## src/hw/rtl/afxcp_pkg.sv

```systemverilog
`default_nettype none

package afxcp_pkg;

  // Parameter defaults
  localparam int unsigned MaxPayloadDef = 256;
  localparam int unsigned DescCharsDef  = 5;

  // Widths fixed by the item fields and registers
  localparam int unsigned ByteW   = 8;
  localparam int unsigned HdrW    = 40;
  localparam int unsigned EventW  = 3;
  localparam int unsigned KindW   = 2;
  localparam int unsigned PlenW   = 9;
  localparam int unsigned CfgDataW = 64;
  localparam int unsigned CfgAddrW = 6;
  localparam int unsigned CfgIdxW  = 3;
  localparam int unsigned OutDataW = 24;

  // Event codes
  typedef enum logic [EventW-1:0] {
    EV_NONE     = 3'd0,
    EV_PAYLOAD  = 3'd1,
    EV_GOOD     = 3'd2,
    EV_BAD      = 3'd3,
    EV_REJECT   = 3'd4,
    EV_OVERFLOW = 3'd5
  } event_e;

  // Message kinds
  localparam logic [KindW-1:0] KIND_IMU = 2'd0;
  localparam logic [KindW-1:0] KIND_GPS = 2'd1;
  localparam logic [KindW-1:0] KIND_INS = 2'd2;

  // Register map, one register per 8-byte slot
  typedef enum logic [CfgIdxW-1:0] {
    REG_START_CHAR = 3'd0,
    REG_FIELD_SEP  = 3'd1,
    REG_DATA_END   = 3'd2,
    REG_FRAME_END  = 3'd3,
    REG_IMU_HDR    = 3'd4,
    REG_GPS_HDR    = 3'd5,
    REG_GPS2_HDR   = 3'd6,
    REG_INS_HDR    = 3'd7
  } reg_idx_e;

  // Reset values
  localparam logic [ByteW-1:0] StartCharRst = 8'd35;
  localparam logic [ByteW-1:0] FieldSepRst  = 8'd44;
  localparam logic [ByteW-1:0] DataEndRst   = 8'd42;
  localparam logic [ByteW-1:0] FrameEndRst  = 8'd13;
  localparam logic [HdrW-1:0]  ImuHdrRst    = 40'd280519855445;
  localparam logic [HdrW-1:0]  GpsHdrRst    = 40'd280519725139;
  localparam logic [HdrW-1:0]  Gps2HdrRst   = 40'd280519725106;
  localparam logic [HdrW-1:0]  InsHdrRst    = 40'd280519855699;

  // Configuration seen by the parser
  typedef struct packed {
    logic [ByteW-1:0] start_char;
    logic [ByteW-1:0] field_sep;
    logic [ByteW-1:0] data_end;
    logic [ByteW-1:0] frame_end;
    logic [HdrW-1:0]  imu_hdr;
    logic [HdrW-1:0]  gps_hdr;
    logic [HdrW-1:0]  gps2_hdr;
    logic [HdrW-1:0]  ins_hdr;
  } cfg_t;

  // Decoded hex digit: ok flag plus nibble (0 when not a digit)
  typedef struct packed {
    logic       ok;
    logic [3:0] val;
  } hex_t;

  function automatic hex_t hex_decode(input logic [ByteW-1:0] c);
    hex_t h;
    h.ok  = 1'b1;
    h.val = 4'd0;
    if (c >= 8'h30 && c <= 8'h39) begin
      h.val = 4'(c - 8'h30);
    end else if (c >= 8'h41 && c <= 8'h46) begin
      h.val = 4'(c - 8'h37);
    end else if (c >= 8'h61 && c <= 8'h66) begin
      h.val = 4'(c - 8'h57);
    end else begin
      h.ok = 1'b0;
    end
    return h;
  endfunction

endpackage

`default_nettype wire

```

## src/hw/rtl/afxcp_cfg_regs.sv

```systemverilog
`default_nettype none

module afxcp_cfg_regs
  import afxcp_pkg::*;
(
  input  wire logic                clk_i,
  input  wire logic                rst_ni,
  input  wire logic                psel,
  input  wire logic                penable,
  input  wire logic                pwrite,
  input  wire logic [CfgAddrW-1:0] paddr,
  input  wire logic [CfgDataW-1:0] pwdata,
  output      logic [CfgDataW-1:0] prdata,
  output      logic                pready,
  output      cfg_t                cfg_o
);

  cfg_t     cfg_q;
  logic     wr_en;
  reg_idx_e idx;

  assign pready = 1'b1;
  assign wr_en  = psel & penable & pwrite;
  assign idx    = reg_idx_e'(paddr[CfgAddrW-1:CfgAddrW-CfgIdxW]);
  assign cfg_o  = cfg_q;

  // Register writes
  always_ff @(posedge clk_i or negedge rst_ni) begin
    if (!rst_ni) begin
      cfg_q.start_char <= StartCharRst;
      cfg_q.field_sep  <= FieldSepRst;
      cfg_q.data_end   <= DataEndRst;
      cfg_q.frame_end  <= FrameEndRst;
      cfg_q.imu_hdr    <= ImuHdrRst;
      cfg_q.gps_hdr    <= GpsHdrRst;
      cfg_q.gps2_hdr   <= Gps2HdrRst;
      cfg_q.ins_hdr    <= InsHdrRst;
    end else if (wr_en) begin
      unique case (idx)
        REG_START_CHAR: cfg_q.start_char <= pwdata[ByteW-1:0];
        REG_FIELD_SEP:  cfg_q.field_sep  <= pwdata[ByteW-1:0];
        REG_DATA_END:   cfg_q.data_end   <= pwdata[ByteW-1:0];
        REG_FRAME_END:  cfg_q.frame_end  <= pwdata[ByteW-1:0];
        REG_IMU_HDR:    cfg_q.imu_hdr    <= pwdata[HdrW-1:0];
        REG_GPS_HDR:    cfg_q.gps_hdr    <= pwdata[HdrW-1:0];
        REG_GPS2_HDR:   cfg_q.gps2_hdr   <= pwdata[HdrW-1:0];
        REG_INS_HDR:    cfg_q.ins_hdr    <= pwdata[HdrW-1:0];
      endcase
    end
  end

  // Read mux
  always_comb begin
    unique case (idx)
      REG_START_CHAR: prdata = CfgDataW'(cfg_q.start_char);
      REG_FIELD_SEP:  prdata = CfgDataW'(cfg_q.field_sep);
      REG_DATA_END:   prdata = CfgDataW'(cfg_q.data_end);
      REG_FRAME_END:  prdata = CfgDataW'(cfg_q.frame_end);
      REG_IMU_HDR:    prdata = CfgDataW'(cfg_q.imu_hdr);
      REG_GPS_HDR:    prdata = CfgDataW'(cfg_q.gps_hdr);
      REG_GPS2_HDR:   prdata = CfgDataW'(cfg_q.gps2_hdr);
      REG_INS_HDR:    prdata = CfgDataW'(cfg_q.ins_hdr);
    endcase
  end

endmodule

`default_nettype wire

```

## src/hw/rtl/afxcp_in_stage.sv

```systemverilog
`default_nettype none

module afxcp_in_stage
  import afxcp_pkg::*;
(
  input  wire logic             clk_i,
  input  wire logic             rst_ni,
  input  wire logic             in_valid_i,
  output      logic             in_ready_o,
  input  wire logic [ByteW-1:0] in_byte_i,
  output      logic             out_valid_o,
  input  wire logic             out_ready_i,
  output      logic [ByteW-1:0] out_byte_o
);

  logic             valid_q;
  logic [ByteW-1:0] byte_q;

  // Register refills whenever empty or being drained
  assign in_ready_o  = !valid_q || out_ready_i;
  assign out_valid_o = valid_q;
  assign out_byte_o  = byte_q;

  always_ff @(posedge clk_i or negedge rst_ni) begin
    if (!rst_ni) begin
      valid_q <= 1'b0;
    end else if (in_ready_o) begin
      valid_q <= in_valid_i;
    end
  end

  always_ff @(posedge clk_i) begin
    if (in_ready_o && in_valid_i) begin
      byte_q <= in_byte_i;
    end
  end

endmodule

`default_nettype wire

```

## src/hw/rtl/afxcp_parse_core.sv

```systemverilog
`default_nettype none

module afxcp_parse_core
  import afxcp_pkg::*;
#(
  parameter int unsigned MAX_PAYLOAD = MaxPayloadDef,
  parameter int unsigned DESC_CHARS  = DescCharsDef
) (
  input  wire logic              clk_i,
  input  wire logic              rst_ni,
  input  wire cfg_t              cfg_i,
  input  wire logic              in_valid_i,
  output      logic              in_ready_o,
  input  wire logic [ByteW-1:0]  in_byte_i,
  output      logic              res_valid_o,
  input  wire logic              res_ready_i,
  output      event_e            res_event_o,
  output      logic [ByteW-1:0]  res_byte_o,
  output      logic [KindW-1:0]  res_kind_o,
  output      logic [PlenW-1:0]  res_len_o
);

  localparam int unsigned DescW = 8 * DESC_CHARS;
  localparam int unsigned DcntW = $clog2(DESC_CHARS + 1);
  localparam int unsigned PcntW = $clog2(MAX_PAYLOAD + 1);
  localparam logic [DcntW-1:0] DescFull = DcntW'(DESC_CHARS);
  localparam logic [PcntW-1:0] PayMax   = PcntW'(MAX_PAYLOAD);

  typedef enum logic [1:0] {
    PH_HUNT = 2'd0,
    PH_DESC = 2'd1,
    PH_DATA = 2'd2,
    PH_SUM  = 2'd3
  } phase_e;

  phase_e            phase_q, phase_d;
  logic [ByteW-1:0]  xor_q, xor_d;
  logic [DescW-1:0]  desc_q, desc_d;
  logic [DcntW-1:0]  dcnt_q, dcnt_d;
  logic [KindW-1:0]  kind_q, kind_d;
  logic [PcntW-1:0]  pcnt_q, pcnt_d;
  logic [1:0]        digits_q, digits_d;
  logic [ByteW-1:0]  rsum_q, rsum_d;
  logic              hexerr_q, hexerr_d;

  logic              res_valid_q;
  event_e            ev_q, ev_d;
  logic [ByteW-1:0]  pbyte_q, pbyte_d;

  logic              step;
  logic [DescW+7:0]  desc_shift;
  logic [DescW+HdrW-1:0] imu_x, gps_x, gps2_x, ins_x;
  logic              full, m_imu, m_gps, m_ins;
  logic [PcntW+PlenW-1:0] len_x;
  hex_t              hx;

  assign in_ready_o = !res_valid_q || res_ready_i;
  assign step       = in_valid_i && in_ready_o;

  // Descriptor compare against low DescW bits of each header word
  assign desc_shift = {desc_q, in_byte_i};
  assign imu_x  = {{DescW{1'b0}}, cfg_i.imu_hdr};
  assign gps_x  = {{DescW{1'b0}}, cfg_i.gps_hdr};
  assign gps2_x = {{DescW{1'b0}}, cfg_i.gps2_hdr};
  assign ins_x  = {{DescW{1'b0}}, cfg_i.ins_hdr};
  assign full   = (dcnt_q == DescFull);
  assign m_imu  = full && (desc_q == imu_x[DescW-1:0]);
  assign m_gps  = full && ((desc_q == gps_x[DescW-1:0]) || (desc_q == gps2_x[DescW-1:0]));
  assign m_ins  = full && (desc_q == ins_x[DescW-1:0]);
  assign hx     = hex_decode(in_byte_i);

  // Next-state logic for one received byte
  always_comb begin
    phase_d  = phase_q;
    xor_d    = xor_q;
    desc_d   = desc_q;
    dcnt_d   = dcnt_q;
    kind_d   = kind_q;
    pcnt_d   = pcnt_q;
    digits_d = digits_q;
    rsum_d   = rsum_q;
    hexerr_d = hexerr_q;
    ev_d     = EV_NONE;
    pbyte_d  = '0;
    unique case (phase_q)
      PH_HUNT: begin
        if (in_byte_i == cfg_i.start_char) begin
          xor_d    = '0;
          desc_d   = '0;
          dcnt_d   = '0;
          kind_d   = KIND_IMU;
          pcnt_d   = '0;
          digits_d = '0;
          rsum_d   = '0;
          hexerr_d = 1'b0;
          phase_d  = PH_DESC;
        end
      end
      PH_DESC: begin
        if (in_byte_i == cfg_i.field_sep) begin
          xor_d  = xor_q ^ in_byte_i;
          pcnt_d = '0;
          priority if (m_imu) begin
            kind_d  = KIND_IMU;
            phase_d = PH_DATA;
          end else if (m_gps) begin
            kind_d  = KIND_GPS;
            phase_d = PH_DATA;
          end else if (m_ins) begin
            kind_d  = KIND_INS;
            phase_d = PH_DATA;
          end else begin
            ev_d    = EV_REJECT;
            phase_d = PH_HUNT;
          end
        end else if (dcnt_q >= DescFull) begin
          ev_d    = EV_OVERFLOW;
          phase_d = PH_HUNT;
        end else begin
          desc_d = desc_shift[DescW-1:0];
          dcnt_d = dcnt_q + 1'b1;
          xor_d  = xor_q ^ in_byte_i;
        end
      end
      PH_DATA: begin
        if (in_byte_i == cfg_i.data_end) begin
          phase_d  = PH_SUM;
          digits_d = '0;
          rsum_d   = '0;
          hexerr_d = 1'b0;
        end else if (pcnt_q >= PayMax) begin
          ev_d    = EV_OVERFLOW;
          phase_d = PH_HUNT;
        end else begin
          pcnt_d  = pcnt_q + 1'b1;
          xor_d   = xor_q ^ in_byte_i;
          ev_d    = EV_PAYLOAD;
          pbyte_d = in_byte_i;
        end
      end
      PH_SUM: begin
        if (in_byte_i == cfg_i.frame_end) begin
          ev_d    = (digits_q == 2'd2 && !hexerr_q && rsum_q == xor_q) ? EV_GOOD : EV_BAD;
          phase_d = PH_HUNT;
        end else if (digits_q >= 2'd2) begin
          hexerr_d = 1'b1;
        end else begin
          if (!hx.ok) hexerr_d = 1'b1;
          rsum_d   = {rsum_q[3:0], hx.val};
          digits_d = digits_q + 1'b1;
        end
      end
    endcase
  end

  // Frame state and result register
  always_ff @(posedge clk_i or negedge rst_ni) begin
    if (!rst_ni) begin
      phase_q     <= PH_HUNT;
      xor_q       <= '0;
      desc_q      <= '0;
      dcnt_q      <= '0;
      kind_q      <= '0;
      pcnt_q      <= '0;
      digits_q    <= '0;
      rsum_q      <= '0;
      hexerr_q    <= 1'b0;
      res_valid_q <= 1'b0;
      ev_q        <= EV_NONE;
      pbyte_q     <= '0;
    end else begin
      if (in_ready_o) begin
        res_valid_q <= in_valid_i;
      end
      if (step) begin
        phase_q  <= phase_d;
        xor_q    <= xor_d;
        desc_q   <= desc_d;
        dcnt_q   <= dcnt_d;
        kind_q   <= kind_d;
        pcnt_q   <= pcnt_d;
        digits_q <= digits_d;
        rsum_q   <= rsum_d;
        hexerr_q <= hexerr_d;
        ev_q     <= ev_d;
        pbyte_q  <= pbyte_d;
      end
    end
  end

  // Kind and length report the state left by the item
  assign len_x       = {{PlenW{1'b0}}, pcnt_q};
  assign res_valid_o = res_valid_q;
  assign res_event_o = ev_q;
  assign res_byte_o  = pbyte_q;
  assign res_kind_o  = kind_q;
  assign res_len_o   = len_x[PlenW-1:0];

endmodule

`default_nettype wire

```

## src/hw/rtl/ascii_frame_xor_checksum_parser_unit.sv

```systemverilog
`default_nettype none

// ASCII frame parser with XOR checksum. One received byte per item enters on
// s_axis; every item gives exactly one result item on m_axis, carrying an event
// code in tuser plus the payload byte, message kind and payload length so far.
// A frame opens on the start character, a descriptor of DESC_CHARS bytes up to
// the field separator selects the message kind (IMU, GPS/GP2 or INS), payload
// bytes up to the data end character are passed out, and two hex digits up to
// the frame end character are checked against the XOR of descriptor, separator
// and payload. Throughput is one item per clock unless m_axis stalls; bytes
// pass the input register, then the parse result register. Registers sit
// at byte address 8*i on the APB port and should be written only while idle.

module ascii_frame_xor_checksum_parser_unit
  import afxcp_pkg::*;
#(
  parameter int unsigned MAX_PAYLOAD = MaxPayloadDef,
  parameter int unsigned DESC_CHARS  = DescCharsDef
) (
  input  wire logic                clk_i,
  input  wire logic                rst_ni,
  // APB configuration port
  input  wire logic                psel,
  input  wire logic                penable,
  input  wire logic                pwrite,
  input  wire logic [CfgAddrW-1:0] paddr,
  input  wire logic [CfgDataW-1:0] pwdata,
  output      logic [CfgDataW-1:0] prdata,
  output      logic                pready,
  // Input stream
  input  wire logic                s_axis_tvalid,
  output      logic                s_axis_tready,
  input  wire logic [ByteW-1:0]    s_axis_tdata,   // [7:0] rx_byte
  // Result stream
  output      logic                m_axis_tvalid,
  input  wire logic                m_axis_tready,
  output      logic [OutDataW-1:0] m_axis_tdata,   // [7:0] payload_byte, [9:8] msg_kind,
                                                   // [18:10] payload_length, [23:19] zero
  output      logic [EventW-1:0]   m_axis_tuser    // [2:0] event_res
);

  cfg_t             cfg;
  logic             st_valid, st_ready;
  logic [ByteW-1:0] st_byte;
  event_e           res_event;
  logic [ByteW-1:0] res_byte;
  logic [KindW-1:0] res_kind;
  logic [PlenW-1:0] res_len;

  afxcp_cfg_regs u_cfg (
    .clk_i   (clk_i),
    .rst_ni  (rst_ni),
    .psel    (psel),
    .penable (penable),
    .pwrite  (pwrite),
    .paddr   (paddr),
    .pwdata  (pwdata),
    .prdata  (prdata),
    .pready  (pready),
    .cfg_o   (cfg)
  );

  afxcp_in_stage u_in (
    .clk_i       (clk_i),
    .rst_ni      (rst_ni),
    .in_valid_i  (s_axis_tvalid),
    .in_ready_o  (s_axis_tready),
    .in_byte_i   (s_axis_tdata),
    .out_valid_o (st_valid),
    .out_ready_i (st_ready),
    .out_byte_o  (st_byte)
  );

  afxcp_parse_core #(
    .MAX_PAYLOAD (MAX_PAYLOAD),
    .DESC_CHARS  (DESC_CHARS)
  ) u_core (
    .clk_i       (clk_i),
    .rst_ni      (rst_ni),
    .cfg_i       (cfg),
    .in_valid_i  (st_valid),
    .in_ready_o  (st_ready),
    .in_byte_i   (st_byte),
    .res_valid_o (m_axis_tvalid),
    .res_ready_i (m_axis_tready),
    .res_event_o (res_event),
    .res_byte_o  (res_byte),
    .res_kind_o  (res_kind),
    .res_len_o   (res_len)
  );

  // Pack result item
  assign m_axis_tdata = {{(OutDataW - ByteW - KindW - PlenW){1'b0}}, res_len, res_kind, res_byte};
  assign m_axis_tuser = res_event;

  // A payload byte is only reported with a payload event
  a_byte_only_on_payload: assert property (@(posedge clk_i) disable iff (!rst_ni)
    m_axis_tvalid && (m_axis_tuser != EV_PAYLOAD) |-> (m_axis_tdata[ByteW-1:0] == '0))
    else $error("payload byte set without payload event");

  // A payload event always follows at least one counted payload byte
  a_len_on_payload: assert property (@(posedge clk_i) disable iff (!rst_ni)
    m_axis_tvalid && (m_axis_tuser == EV_PAYLOAD) |->
      (m_axis_tdata[ByteW+KindW+PlenW-1:ByteW+KindW] != '0))
    else $error("payload event with zero length");

  // Input can only stall when the result side is full and held
  a_stall_cause: assert property (@(posedge clk_i) disable iff (!rst_ni)
    !s_axis_tready |-> (m_axis_tvalid && !m_axis_tready))
    else $error("input stalled without output backpressure");

  // Event codes stay within the defined set
  a_event_range: assert property (@(posedge clk_i) disable iff (!rst_ni)
    m_axis_tvalid |-> (m_axis_tuser <= EV_OVERFLOW))
    else $error("undefined event code");

endmodule

`default_nettype wire
```

## config.mk

```make
export PLATFORM = sky130hd
export DESIGN_NAME = ascii_frame_xor_checksum_parser_unit
export DESIGN_NICKNAME = d
export VERILOG_FILES = /design/src/hw/rtl/afxcp_pkg.sv /design/src/hw/rtl/afxcp_cfg_regs.sv /design/src/hw/rtl/afxcp_in_stage.sv /design/src/hw/rtl/afxcp_parse_core.sv /design/src/hw/rtl/ascii_frame_xor_checksum_parser_unit.sv
export SDC_FILE = /design/constraint.sdc
export NUM_CORES = 1
export LEC_CHECK = 0
export BUFFER_PORTS_ARGS = -buffer_cell sky130_fd_sc_hd__clkbuf_2
export CORE_ASPECT_RATIO = 1.1
export CORE_MARGIN = 8
export CORE_UTILIZATION = 59
export DETAILED_ROUTE_END_ITERATION = 6
export GPL_ROUTABILITY_DRIVEN = 0
export PLACE_DENSITY_LB_ADDON = 0.08
export SYNTH_ARGS = -nofsm -noshare
export SYNTH_HDL_FRONTEND = slang
export SYNTH_HIERARCHICAL = 1
export SYNTH_SLANG_ARGS = --single-unit
```

## constraint.sdc

```tcl
create_clock -name clk_i -period 3.3 [get_ports clk_i]
set_clock_uncertainty 0.15 [all_clocks]
set_input_delay 0.495 -clock clk_i [delete_from_list [all_inputs] [get_ports clk_i]]
set_output_delay 0.495 -clock clk_i [all_outputs]
set_load 0.05 [all_outputs]
```

## After elaboration in Yosys (flattened, before gate mapping)

Cells that the tools add are included.

- Muxes and demuxes: 69
- $lt $le $gt $ge: 9
- Add/subtract/negate cells: 6
- Eq/ne operators: 36
- Reduce and logical (&&, ||, !) cells: 36
- Bitwise operators: 3

Operators with widths:

| cell | number |
|---|---|
| $pmux W64 S8 | 1 |
| $eq A40 B40 Y1 | 4 |
| $mux W40 | 3 |
| $mux W8 | 11 |
| $pmux W40 S2 | 1 |
| $pmux W8 S3 | 2 |
| $eq A8 B8 Y1 | 5 |
| $mux W9 | 4 |
| $mux W2 | 17 |
| $mux W3 | 11 |
| $pmux W9 S3 | 1 |
| $reduce_and A6 Y1 | 4 |
| $ge A8 B7 Y1 const B | 2 |
| $le A8 B7 Y1 const B | 2 |
| $reduce_and A2 Y1 | 8 |
| $eq A3 B3 Y1 const B | 5 |
| $reduce_and A5 Y1 | 3 |
| $mux W4 | 3 |
| $ne A2 B2 Y1 const B | 6 |
| $logic_and A1 B1 Y1 | 10 |
| $add A9 B1 Y9 const B | 1 |
| $ge A9 B9 Y1 const B | 1 |
| $mux W1 | 9 |
| $pmux W3 S3 | 1 |
| other kinds (30) | 44 |

- Logic and storage cells: 181
- Input port bits: 85
- Register bits: 288
- Output and inout bits: 94

## Depth between registers and ports, before layout

Gate-level depths: netlist of the first run.

- Word-level depth: 9
- Depth in mapped cells: 11
- Mapped depth without buffers: 9

## Modules after synthesis

The synthesis of the first run kept the hierarchy.

Modules (own cells, without submodules):

| module | area an instance (µm²) | sequential area each (µm²) | times used | cells each |
|---|---|---|---|---|
| afxcp_cfg_regs | 8,916.1 | 4,890.9 | 1 | 589 |
| afxcp_parse_core | 6,407.4 | 2,177.1 | 1 | 673 |
| afxcp_in_stage | 294.0 | 265.3 | 1 | 12 |
| ascii_frame_xor_checksum_parser_unit | 41.3 | 0.0 | 1 | 6 |

## Worst setup path before layout of the first run

No wires, ideal clock.

- Kind: reg-to-reg
- Start: register u_in.byte_q[0] (netlist: u_in/out_byte_o[0])
- End: register u_core.rsum_q[0]
- Path slack: 835 ps
- Setup time: 125 ps
- Path buffers: 2
- Period minus slack after synthesis: 2,465 ps
- Data arrival time: 2,190 ps
- Stages on the path, launching flop included: 10
- Data required time: 3,025 ps
- Cells stage by stage: edfxtp_1 > buf_2 > xnor2_1 > nand4_1 > o21ai_1 > nand3_1 > or4b_1 > buf_2 > a21o_4 > mux2_4

- Cells in the longest elaborated chain, start to end: 8
- Elaborated cells between the ends (all ways): 25
- Classes of those cells: add/sub: 3; order compare: 6; eq/ne: 6; mux: 6; reduce/logical: 4

RTL lines:

| what | line | text |
|---|---|---|
| from (decl) | afxcp_in_stage.sv:17 | `logic [ByteW-1:0] byte_q;` |
| from (signal assigned) | afxcp_in_stage.sv:34 | `byte_q <= in_byte_i;` |
| $ge A8 B7 Y1 or $le A8 B7 Y1 (tied branches) | afxcp_pkg.sv:83 | `end else if (c >= 8'h61 && c <= 8'h66) begin` |
| $logic_and A1 B1 Y1 | afxcp_pkg.sv:83 |  |
| $mux W4 | afxcp_pkg.sv:83 |  |
| $mux W4 | afxcp_pkg.sv:81 | `end else if (c >= 8'h41 && c <= 8'h46) begin` |
| $mux W4 | afxcp_pkg.sv:79 | `if (c >= 8'h30 && c <= 8'h39) begin` |
| $mux W8 | afxcp_parse_core.sv:145 | `end else if (digits_q >= 2'd2) begin` |
| $mux W8 | afxcp_parse_core.sv:142 | `if (in_byte_i == cfg_i.frame_end) begin` |
| $pmux W8 S3 | afxcp_parse_core.sv:85 | `unique case (phase_q)` |
| to (signal assigned) | afxcp_parse_core.sv:183 | `rsum_q <= rsum_d;` |
| to (decl) | afxcp_parse_core.sv:43 | `logic [ByteW-1:0] rsum_q, rsum_d;` |

Parallel ways exist; a longest one is shown, timed or not. The select of a mux whose other input is x is not followed.
A chain may end at the register's enable or synchronous reset.

## Worst setup path in the final report of the first run

- Start: register u_core.desc_q[17]
- End: register u_core.kind_q[0] (netlist: u_core/res_kind_o[0])

- Cells in the longest elaborated chain, start to end: 7
- Elaborated cells between the ends (all ways): 14
- Classes of those cells: eq/ne: 5; mux: 4; reduce/logical: 5

RTL lines:

| what | line | text |
|---|---|---|
| from (decl) | afxcp_parse_core.sv:38 | `logic [DescW-1:0] desc_q, desc_d;` |
| from (signal assigned) | afxcp_parse_core.sv:178 | `desc_q <= desc_d;` |
| $eq A40 B40 Y1 | afxcp_parse_core.sv:68 | `assign m_gps = full && ((desc_q == gps_x[DescW-1:0]) \|\| (desc_q == gps2_x[DescW-1:0]));` |
| $logic_or A1 B1 Y1 | afxcp_parse_core.sv:68 |  |
| $logic_and A1 B1 Y1 | afxcp_parse_core.sv:68 |  |
| $mux W2 | afxcp_parse_core.sv:106 | `end else if (m_gps) begin` |
| $mux W2 | afxcp_parse_core.sv:103 | `priority if (m_imu) begin` |
| $mux W2 | afxcp_parse_core.sv:100 | `if (in_byte_i == cfg_i.field_sep) begin` |
| $pmux W2 S2 | afxcp_parse_core.sv:85 |  |
| to (signal assigned) | afxcp_parse_core.sv:180 | `kind_q <= kind_d;` |
| to (decl) | afxcp_parse_core.sv:40 | `logic [KindW-1:0] kind_q, kind_d;` |

Parallel ways exist; a longest one is shown, timed or not. The select of a mux whose other input is x is not followed.

==> results of run 1 <==
## placed cells by master (no fill, tap or decap), types with 5 or more instances in the layout
master,netlist,layout
edfxtp_1,8,8
inv_1,11,11
a21oi_1,5,5
dlygate4sd3_1,0,9
nand2b_1,9,9
mux2_2,193,193
xor2_1,47,47
nand3_1,22,22
dfstp_2,69,69
o21ai_1,20,20
nand4_1,42,42
o22ai_1,8,8
clkbuf_2,0,118
nor3_1,10,10
nor2_1,31,26
nor2b_1,7,7
conb_1,3,30
nand4b_1,8,8
mux2i_1,24,24
clkbuf_1,51,13
buf_12,0,10
mux4_2,32,32
and2_1,39,39
xnor2_1,157,157
nor4_1,13,13
o31ai_1,10,10
o22a_1,9,9
buf_4,33,21
a22o_1,50,50
a211oi_1,8,8
dfrtp_1,211,211
nand2_1,32,32
or3_1,5,5
clkbuf_16,0,32
nand3b_1,5,5
clkbuf_8,0,6
ha_1,12,12
## worst max-delay path: stages, from the launching register on
cell and delay, ps:
dfrtp_1 530, xor2_1 220, nor4_1 430, nand4_1 200, or3_1 410, a41oi_2 270, nor3b_2 270, mux2_2 360
## metrics by stage
step                worst slack [ps]  cell area, sq um  total power [mW]
CTS                              400             17600              13.1
global route                     247             17600              13.7
global placement                 440             16500              9.60
floorplan                        835             15800              8.33
finish                           347             17600              13.1
detailed placement               421             16500              9.68
## registers in the layout (all words and copies together), names as in the netlist
name / flops
u_core/hexerr_q: 1
u_core/xor_q: 8
u_core/phase_q: 2
u_core/rsum_q: 8
u_in/out_byte_o: 8
u_in/out_valid_o: 1
u_core/desc_q: 40
u_core/dcnt_q: 3
u_core/digits_q: 2
u_core/res_event_o: 3
u_core/res_byte_o: 8
u_cfg/cfg_o: 192
u_core/res_kind_o: 2
u_core/res_valid_o: 1
u_core/res_len_o: 9
## logic make-up (layout without fill, tap and decap cells)
| family | Yosys count | after routing | synth area share, % |
|---|---|---|---|
| XOR/XNOR | 204 | 204 | 11.4 |
| AO/OA/AOI/OAI | 128 | 128 | 6.31 |
| buffers and inverters | 146 | 229 | 4.80 |
| flip-flops | 288 | 288 | 46.8 |
| adder cells (fa/ha/maj) | 12 | 12 | 0.959 |
| AND/OR/NAND/NOR | 246 | 246 | 9.21 |
| multiplexers | 253 | 253 | 20.4 |
| other | 3 | 30 | 0.0719 |
## per-layer routing
metal	global-route usage, %	up-vias	wire length [um]
met5	0	-	0
met4	10.3	0	1730
met3	3.99	81	2800
met2	44.1	396	20800
met1	36.0	5441	17700
li1	-	4673	-
## path summary, 6_finish.rpt
kind                              startpoint                   end  cells past startpoint
max in group asynchronous             rst_ni        u_cfg/cfg_o[2]                      3
max reg2reg                u_core/desc_q[17]  u_core/res_kind_o[0]                      7
min                            s_axis_tvalid      u_in/out_valid_o                      2
max                        u_core/desc_q[17]  u_core/res_kind_o[0]                      7
min reg2reg                  u_core/hexerr_q       u_core/hexerr_q                      1
min in group asynchronous             rst_ni      u_cfg/cfg_o[167]                      2
## cell type report
cell class | count | area, sq um
Tap cell | 352 | 440
Inverter | 11 | 41.3
Clock inverter | 6 | 58.8
Timing Repair Buffer | 161 | 1060
Multi-Input combinational cell | 873 | 7710
Fill cell | 2046 | 8570
Clock buffer | 51 | 932
Sequential cell | 288 | 7330
## power by group through the flow
| stage | Clock, mW | Combinational (mW) | Sequential, mW |
|---|---|---|---|
| global route | 3.64 | 4.41 | 5.65 |
| detailed placement | 0 | 4.11 | 5.57 |
| global placement | 0 | 4.07 | 5.54 |
| floorplan | 0 | 3.39 | 4.94 |
| CTS | 3.47 | 4.16 | 5.51 |
| finish | 3.42 | 4.20 | 5.53 |
==> summary.txt, run 1 <==
Clock tree
  • Worst-Skew Late Latency: 560 ps
  • CTS Buf Count: 31
  • CTS tree: built
  • Clock sink count: 288
  • Deepest clock path buffer count: 3
  • Post-CTS setup buffers: 0
  • Post-cts hold buffer count: 9
  • Clock slew at reported path FFs: 70 ps
  • CTS Root Cell: clkbuf_16
  • Post-CTS sizing: 0
  • H-tree depth: 1

Power and ir drop
  • Internal: 8.36 mW
  • Clk pwr share: 26.0%
  • Gate power share: between 30% and 40%
  • Switching Share: 36.4%
  • P per Cell Area: 748 nW/um^2
  • Lkg Pwr: between 7 and 8 nW
  • Worst vdd ir: 494 uV
  • Switching power: 4.79 mW
  • Sequential power share: between 40% and 50%

Final layout
  • Inserted Diodes: 0
  • Final core utilization: 67.2%
  • Area growth, synth to finish: 12.2%
  • Nets: 1463
  • Fraction of layout instances using a drive strength above 1: 37.1%
  • Finished Layout Cells: 1742

Logic synthesis
  • Unique cell type count in the Yosys netlist: 64
  • Async SR Flop Fraction: 97.2%
  • Syn Inst Count: 1280
  • Yosys warnings: 6
  • Top-count cell post-synth: dfrtp_1
  • Register area share after synthesis: 46.8%
  • Avg Cell Area, Syn: 12.2 sq um
  • EDFF count, synth: 8
  • Most used DFF post-synth: dfrtp_1
  • Commonest cells post-synth: 211 x dfrtp_1, 193 x mux2_2, 157 x xnor2_1
  • Mapped Area: 15700 sq um
  • Top cell type's share of synthesized area: 33.7%
  • Synth top area cells: dfrtp_1 34%, mux2_2 14%, dfstp_2 12%
  • Yosys top cell by area: dfrtp_1
  • Register bit total from synthesis: 288

Flow run
  • Max Cap Viol: 0

Global routing
  • First-pass GRT wire length: 66800 um
  • Total track usage: 27.1%
  • Largest net degree at the start of global routing: 66
  • Initial antenna violation count: 0
  • Vias in the first global route: ~11000
  • Grt total ovfl: 0

STA
  • TNS Setup: 0 ps
  • Fin. Hold Viols: 0
  • Final worst-path cycle share: between 80% and 90%
  • Slew at the pin with the worst max-slew slack: 659 ps
  • Max Clock Freq: about 0.34 GHz
  • Hold slack: 21.5 ps
  • Slew Limit Fails: 0
  • Setup repair after global routing missed its margin: false
  • Worst slew margin: 56.0%
  • Tmin final: between 2000 and 3000 ps
  • Final Setup Violations: 0

Min path
  • Hold crit path type: in2reg

Critical path
  • CP Data Required Time: approximately 3600 ps
  • Crit-path max FO: 6
  • Worst Path Arrival: 3250 ps
  • Flop2flop setup slack: 350 ps
  • Critical Path Source Type: flop
  • CP Capture Type: flop
  • Setup CP Type: reg2reg

Place
  • DP HPWL: 30200 um
  • IO buf count: roughly 120
  • Placed Cells: 1676

Floorplanning
  • Die W: 171 um
  • Std-Cell Rows: 62
  • I/O Pins: 179
  • Die Footprint: 32000 sq um
  • Die height: 187 um
  • Placeable core region: 26100 sq um
  • Starting density of the core: 59.9%

Detailed routing
  • Via/cell ratio: a little over 6
  • Remaining DRCs: 0
  • Total wire length: approximately 43000 um
  • Post-route ant nets: 0
  • Avg WL per Cell: 24.7 um
  • TritonRoute pass-1 iters: 5
  • Via count: 10591
  • Initial drt markers: 980

Outcome
  • Outcome: finished, final reports clean
Note: power is estimated with default switching activity, not from simulation.
==> run 2, diff against run 1 <==
- clock period: 3.3 -> 3 ns (I/O delays scaled with it)
==> summary.txt, run 2 (synthesis gave the netlist of run 1 again) <==
Critical path
  • CP Capture Type: flop
  • Worst r2r src: u_core/desc_q[2]
  • Setup CP Type: reg2reg
  • Worst Path Arrival: 3210 ps (-40 ps)
  • Crit-path max FO: 6 (unchanged)
  • Critical Path Source Type: flop
  • Crit path from: u_core/desc_q[2]
  • CP Data Required Time: 3280 ps (-320 ps)

STA
  • Final Setup Violations: 0 (unchanged)
  • Tmin final: 2930 ps (-28.1 ps)
  • Fin. Hold Viols: 0 (unchanged)
  • Setup repair after global routing missed its margin: false
  • Max Clock Freq: 0.342 GHz (+0.96%)
  • Worst slew margin: 44.6% (-11 points)
  • TNS Setup: 0 ps (unchanged)
  • Slew Limit Fails: 0 (unchanged)
  • Hold slack: 21.6 ps (+0.0829 ps)
  • Worst setup margin: 74.8 ps (-272 ps)
  • Final worst-path cycle share: 97.5% (+8.0 points)
  • Slew at the pin with the worst max-slew slack: 825 ps (+166 ps)

Detailed routing
  • Initial drt markers: 751 (-23%)
  • Avg WL per Cell: 24.4 um (-1.1%)
  • Via count: 10745 (+1.5%)
  • Remaining DRCs: 0 (unchanged)
  • Post-route ant nets: 0 (unchanged)
  • TritonRoute pass-1 iters: 5 (unchanged)
  • Total wire length: 43300 um (+0.56%)
  • Via/cell ratio: 6.06 (-0.26%)

Min path
  • Hold crit path type: in2reg
  • Worst hold start: pwdata[28]

Clock tree
  • H-tree depth: 1 (unchanged)
  • Deepest clock path buffer count: 3 (unchanged)
  • Clock sink count: 288 (unchanged)
  • Worst-Skew Late Latency: 560 ps (about the same)
  • CTS Root Cell: clkbuf_16
  • Clock slew at reported path FFs: 60 ps (about the same)
  • CTS Buf Count: 31 (unchanged)
  • CTS tree: built
  • Post-CTS sizing: 0 (unchanged)

Final layout
  • Inserted Diodes: 0 (unchanged)
  • Final core utilization: 68.6% (+1.4 points)
  • Largest register FFs: 192 (unchanged)
  • Most frequent cells in the layout: 211 x dfrtp_1, 193 x mux2_2, 157 x xnor2_1
  • Fraction of layout instances using a drive strength above 1: 38.7% (+1.5 points)
  • Area growth, synth to finish: 14.6%
  • Fill cells: 1967 (-3.9%)
  • Nets: 1493 (+2.1%)
  • Commonest non-fill, non-tap cell in the layout: dfrtp_1

Power and ir drop
  • Power Total: 15.0 mW (+14%)
  • P per Cell Area: 839 nW/um^2 (+12%)
  • Worst vdd ir: 758 uV (+53%)
  • Lkg Pwr: 7.74 nW (+2.8%)

Global routing
  • M1 GR Usage: 35.8% (-0.16 points)
  • Met3 Use GR: 3.50% (-0.49 points)
  • First-pass GRT wire length: 67000 um (+0.28%)
  • Largest net degree at the start of global routing: 98 (+48%)
  • Vias in the first global route: 11015 (+1.7%)
  • Most used routing layer: met2
  • Initial antenna violation count: 0 (unchanged)
  • Total track usage: 27.1% (about the same)
  • Grt total ovfl: 0 (unchanged)
  • Met2 Track Usage GR: 44.9% (+0.81 points)

Place
  • DP HPWL: 30800 um (+2.0%)
  • Pre-CTS setup slack: 201 ps (-221 ps)
  • IO buf count: 121 (unchanged)

Flow run
  • Max Cap Viol: 0 (unchanged)

Outcome
  • Outcome: finished, final reports clean

Floorplanning
  • Starting density of the core: 59.9% (unchanged)
  • Die Footprint: 32000 sq um (unchanged)
  • Std-Cell Rows: 62 (unchanged)
  • Die W: 171 um (unchanged)
  • Placeable core region: 26100 sq um (unchanged)
  • I/O Pins: 179 (unchanged)
  • Die height: 187 um (unchanged)
## run 2: changes by cell type in the layout (fill, tap and decap cells not counted)
cell           delta
buf_4            +28
bufinv_16         +5
clkbuf_1          -4
buf_12            +3
clkbuf_2          -2
clkbuf_8          -2
clkinv_2          +2
clkbuf_16         -1
clkinvlp_4        +1
dlygate4sd3_1     +1
inv_6             -1
## run 2: final timing paths
path,to,slack [ps],cells past startpoint
worst max register to register,u_core/res_kind_o[0],70,7
max in group asynchronous,u_cfg/cfg_o[102],1480,3
worst min register to register,u_core/res_event_o[0],340,1
min in group asynchronous,u_cfg/cfg_o[167],260,2
worst max-delay path,u_core/res_kind_o[0],70,7
worst min-delay path,u_cfg/cfg_o[148],20,2
## run 2: critical path, stage by stage (launching register included)
cell	delay, ps
dfrtp_1	500
xor2_1	220
nor4_1	440
nand4_1	210
or3_1	410
a41oi_2	240
nor3b_2	260
mux2_2	370
## run 2: area by class of cell
| cell class | instances | area [sq um] | share of cell area, % |
|---|---|---|---|
| Clock buffer | 44 | 865 | 4.82 |
| Sequential cell | 288 | 7330 | 40.9 |
| Inverter | 11 | 41.3 | 0.230 |
| Timing Repair Buffer | 191 | 1330 | 7.44 |
| Clock inverter | 13 | 218 | 1.21 |
| Multi-Input combinational cell | 873 | 7710 | 43.0 |
| Tap cell | 352 | 440 | 2.46 |
## run 2: timing repair
| action | CTS | global route |
|---|---|---|
| endpoints found under the hold margin | 48 | 0 |
| buffers inserted | 0 | 0 |
| hold buffers | 10 | 0 |
## run 2: per-stage QoR
step | cells | area (sq um)
finish | 1772 | 17900
global route | 1772 | 17900
CTS | 1772 | 17900
detailed placement | 1705 | 16800
global placement | 1705 | 16800
floorplan | 1307 | 15800
## run 2: power breakdown
part           internal [mW]  switching, mW
clock                   2.51           1.57
sequential              4.88           1.09
combinational           2.31           2.69
## run 2: layer usage
layer	vias up	wire (um)
met4	0	1620
li1	4725	-
met3	84	2550
met1	5575	18100
met2	361	21100
met5	-	0
==> run 3, diff against run 2 <==
- CORE_ASPECT_RATIO: 1.1 -> 1.4
- PLACE_DENSITY: unset -> 0.87
- PLACE_DENSITY_LB_ADDON: 0.08 -> unset
- SLEW_MARGIN: unset -> 20
==> summary.txt, run 3 (synthesis gave the netlist of run 1 again) <==
STA
  • TNS Setup: 0 ps (unchanged)
  • Max Clock Freq: 0.337 GHz (-1.3%)
  • Tmin final: 2960 ps (+37.9 ps)
  • Final Setup Violations: 0 (unchanged)
  • Hold slack: 20.4 ps (-1.15 ps)
  • Slew Limit Fails: 0 (unchanged)
  • Final worst-path cycle share: 98.8% (+1.3 points)
  • Slew at the pin with the worst max-slew slack: 977 ps (+152 ps)
  • Fin. Hold Viols: 0 (unchanged)
  • Setup repair after global routing missed its margin: false
  • Worst slew margin: 34.4% (-10 points)

Detailed routing
  • Avg WL per Cell: 25.4 um (+4.1%)
  • Post-route ant nets: 0 (unchanged)
  • Via count: 10997 (+2.3%)
  • Remaining DRCs: 2 (+2)
  • Total wire length: 44000 um (+1.6%)
  • Via/cell ratio: 6.36 (+4.9%)
  • TritonRoute pass-1 iters: 7 (+2)
  • Initial drt markers: 969 (+29%)

Critical path
  • Slowest CP cell: dfrtp_1
  • Crit-path max FO: 6 (unchanged)
  • CP peak stage delay: 470 ps (-30 ps)
  • Critical Path Source Type: flop
  • Worst r2r src: u_core/desc_q[8]
  • CP Capture Type: flop
  • Crit path from: u_core/desc_q[8]
  • Worst Path Arrival: 3250 ps (+40 ps)
  • Worst path bufs/invs: 0 (unchanged)
  • CP Data Required Time: 3290 ps (about the same)
  • CP top delay family: simple AND/OR/NAND/NOR gates
  • Critical-path cell list: xor2_1 > nor4_1 > nand3_1 > or3_1 > a41oi_2 > nor3b_2 > mux2_2
  • Setup CP Type: reg2reg

Global routing
  • Vias in the first global route: 11761 (+6.8%)
  • Initial antenna violation count: 1 (+1)
  • First-pass GRT wire length: 68800 um (+2.7%)
  • Total track usage: 27.3% (+0.27 points)
  • Grt total ovfl: 0 (unchanged)
  • Largest net degree at the start of global routing: 72 (-27%)

Floorplanning
  • Die W: 154 um (-10%)
  • Starting density of the core: 60.0% (+0.098 points)
  • I/O Pins: 179 (unchanged)
  • Die Footprint: 32100 sq um (+0.21%)
  • Die height: 209 um (+12%)
  • Placeable core region: 26100 sq um (-0.16%)
  • Std-Cell Rows: 70 (+13%)

Clock tree
  • CTS Buf Count: 29 (-6.5%)
  • H-tree depth: 1 (unchanged)
  • Clock sink count: 288 (unchanged)
  • CTS tree: built
  • Worst-Skew Late Latency: 550 ps (about the same)
  • Deepest clock path buffer count: 3 (unchanged)
  • Clock slew at reported path FFs: 70 ps (about the same)
  • Post-CTS sizing: 0 (unchanged)
  • CTS Root Cell: clkbuf_16

Final layout
  • Fraction of layout instances using a drive strength above 1: 37.6% (-1.1 points)
  • Nets: 1479 (-0.94%)
  • Most frequent cells in the layout: 211 x dfrtp_1, 193 x mux2_2, 157 x xnor2_1
  • Largest register FFs: 192 (unchanged)
  • Commonest non-fill, non-tap cell in the layout: dfrtp_1
  • Area growth, synth to finish: 13.3%
  • Final core utilization: 68.0% (-0.66 points)

Power and ir drop
  • Power Total: 14.6 mW (-2.8%)
  • P per Cell Area: 824 nW/um^2 (-1.7%)
  • Worst vdd ir: 532 uV (-30%)
  • Lkg Pwr: 7.62 nW (-1.5%)

Flow run
  • Max Cap Viol: 0 (unchanged)

Min path
  • Hold crit path type: in2reg
  • Worst hold start: pwdata[27]

Place
  • DP HPWL: 30600 um (-0.55%)
  • IO buf count: 121 (unchanged)

Outcome
  • Outcome: finished with violations
  • Violated checks: DRC
[run 3: worst reg2reg max path: stages (launching register included)]
cell and delay, ps:
dfrtp_1 470, xor2_1 290, nor4_1 470, nand3_1 150, or3_1 450, a41oi_2 240
nor3b_2 270, mux2_2 370
[run 3: final timing paths]
kind	to	slack [ps]	cells past startpoint
worst max-delay path	u_core/res_kind_o[0]	40	7
worst min-delay path	u_cfg/cfg_o[107]	20	2
worst max register to register	u_core/res_kind_o[0]	40	7
worst min register to register	u_core/res_event_o[0]	330	1
max in group asynchronous	u_cfg/cfg_o[19]	1600	3
min in group asynchronous	u_core/res_byte_o[7]	290	2
[run 3: through the flow]
stage,cells,setup slack [ps],area (sq um)
floorplan,1307,535,15800
global route,1729,17.1,17700
CTS,1728,128,17700
finish,1729,36.9,17700
global placement,1665,194,16700
detailed placement,1665,153,16700
[run 3: power by group]
part           internal [mW]  switching, mW  total [mW]
combinational           2.25           2.70        4.94
sequential              4.88           1.19        6.07
clock                   2.10           1.51        3.61
total                   9.22           5.40        14.6
[run 3: timing repair]
item | 4_1_cts | 5_1_grt
endpoints found under the hold margin | 51 | 0
hold buffers | 10 | 0
buffers inserted | 0 | 0
[run 3: per-layer routing]
layer	GRT usage (%)	vias up	share of wire, %
met5	0	-	0
met4	17.8	0	7.3
met3	5.02	165	7.6
met2	46.1	564	49
met1	31.6	5580	36
li1	-	4688	-
[run 3: cell type report]
class	count	area, sq um
Tap cell	324	405
Clock inverter	13	135
Clock buffer	40	797
Timing Repair Buffer	179	1320
Inverter	11	41.3
Sequential cell	288	7330
Fill cell	1763	8360
Antenna cell	1	2.50
Multi-Input combinational cell	873	7710
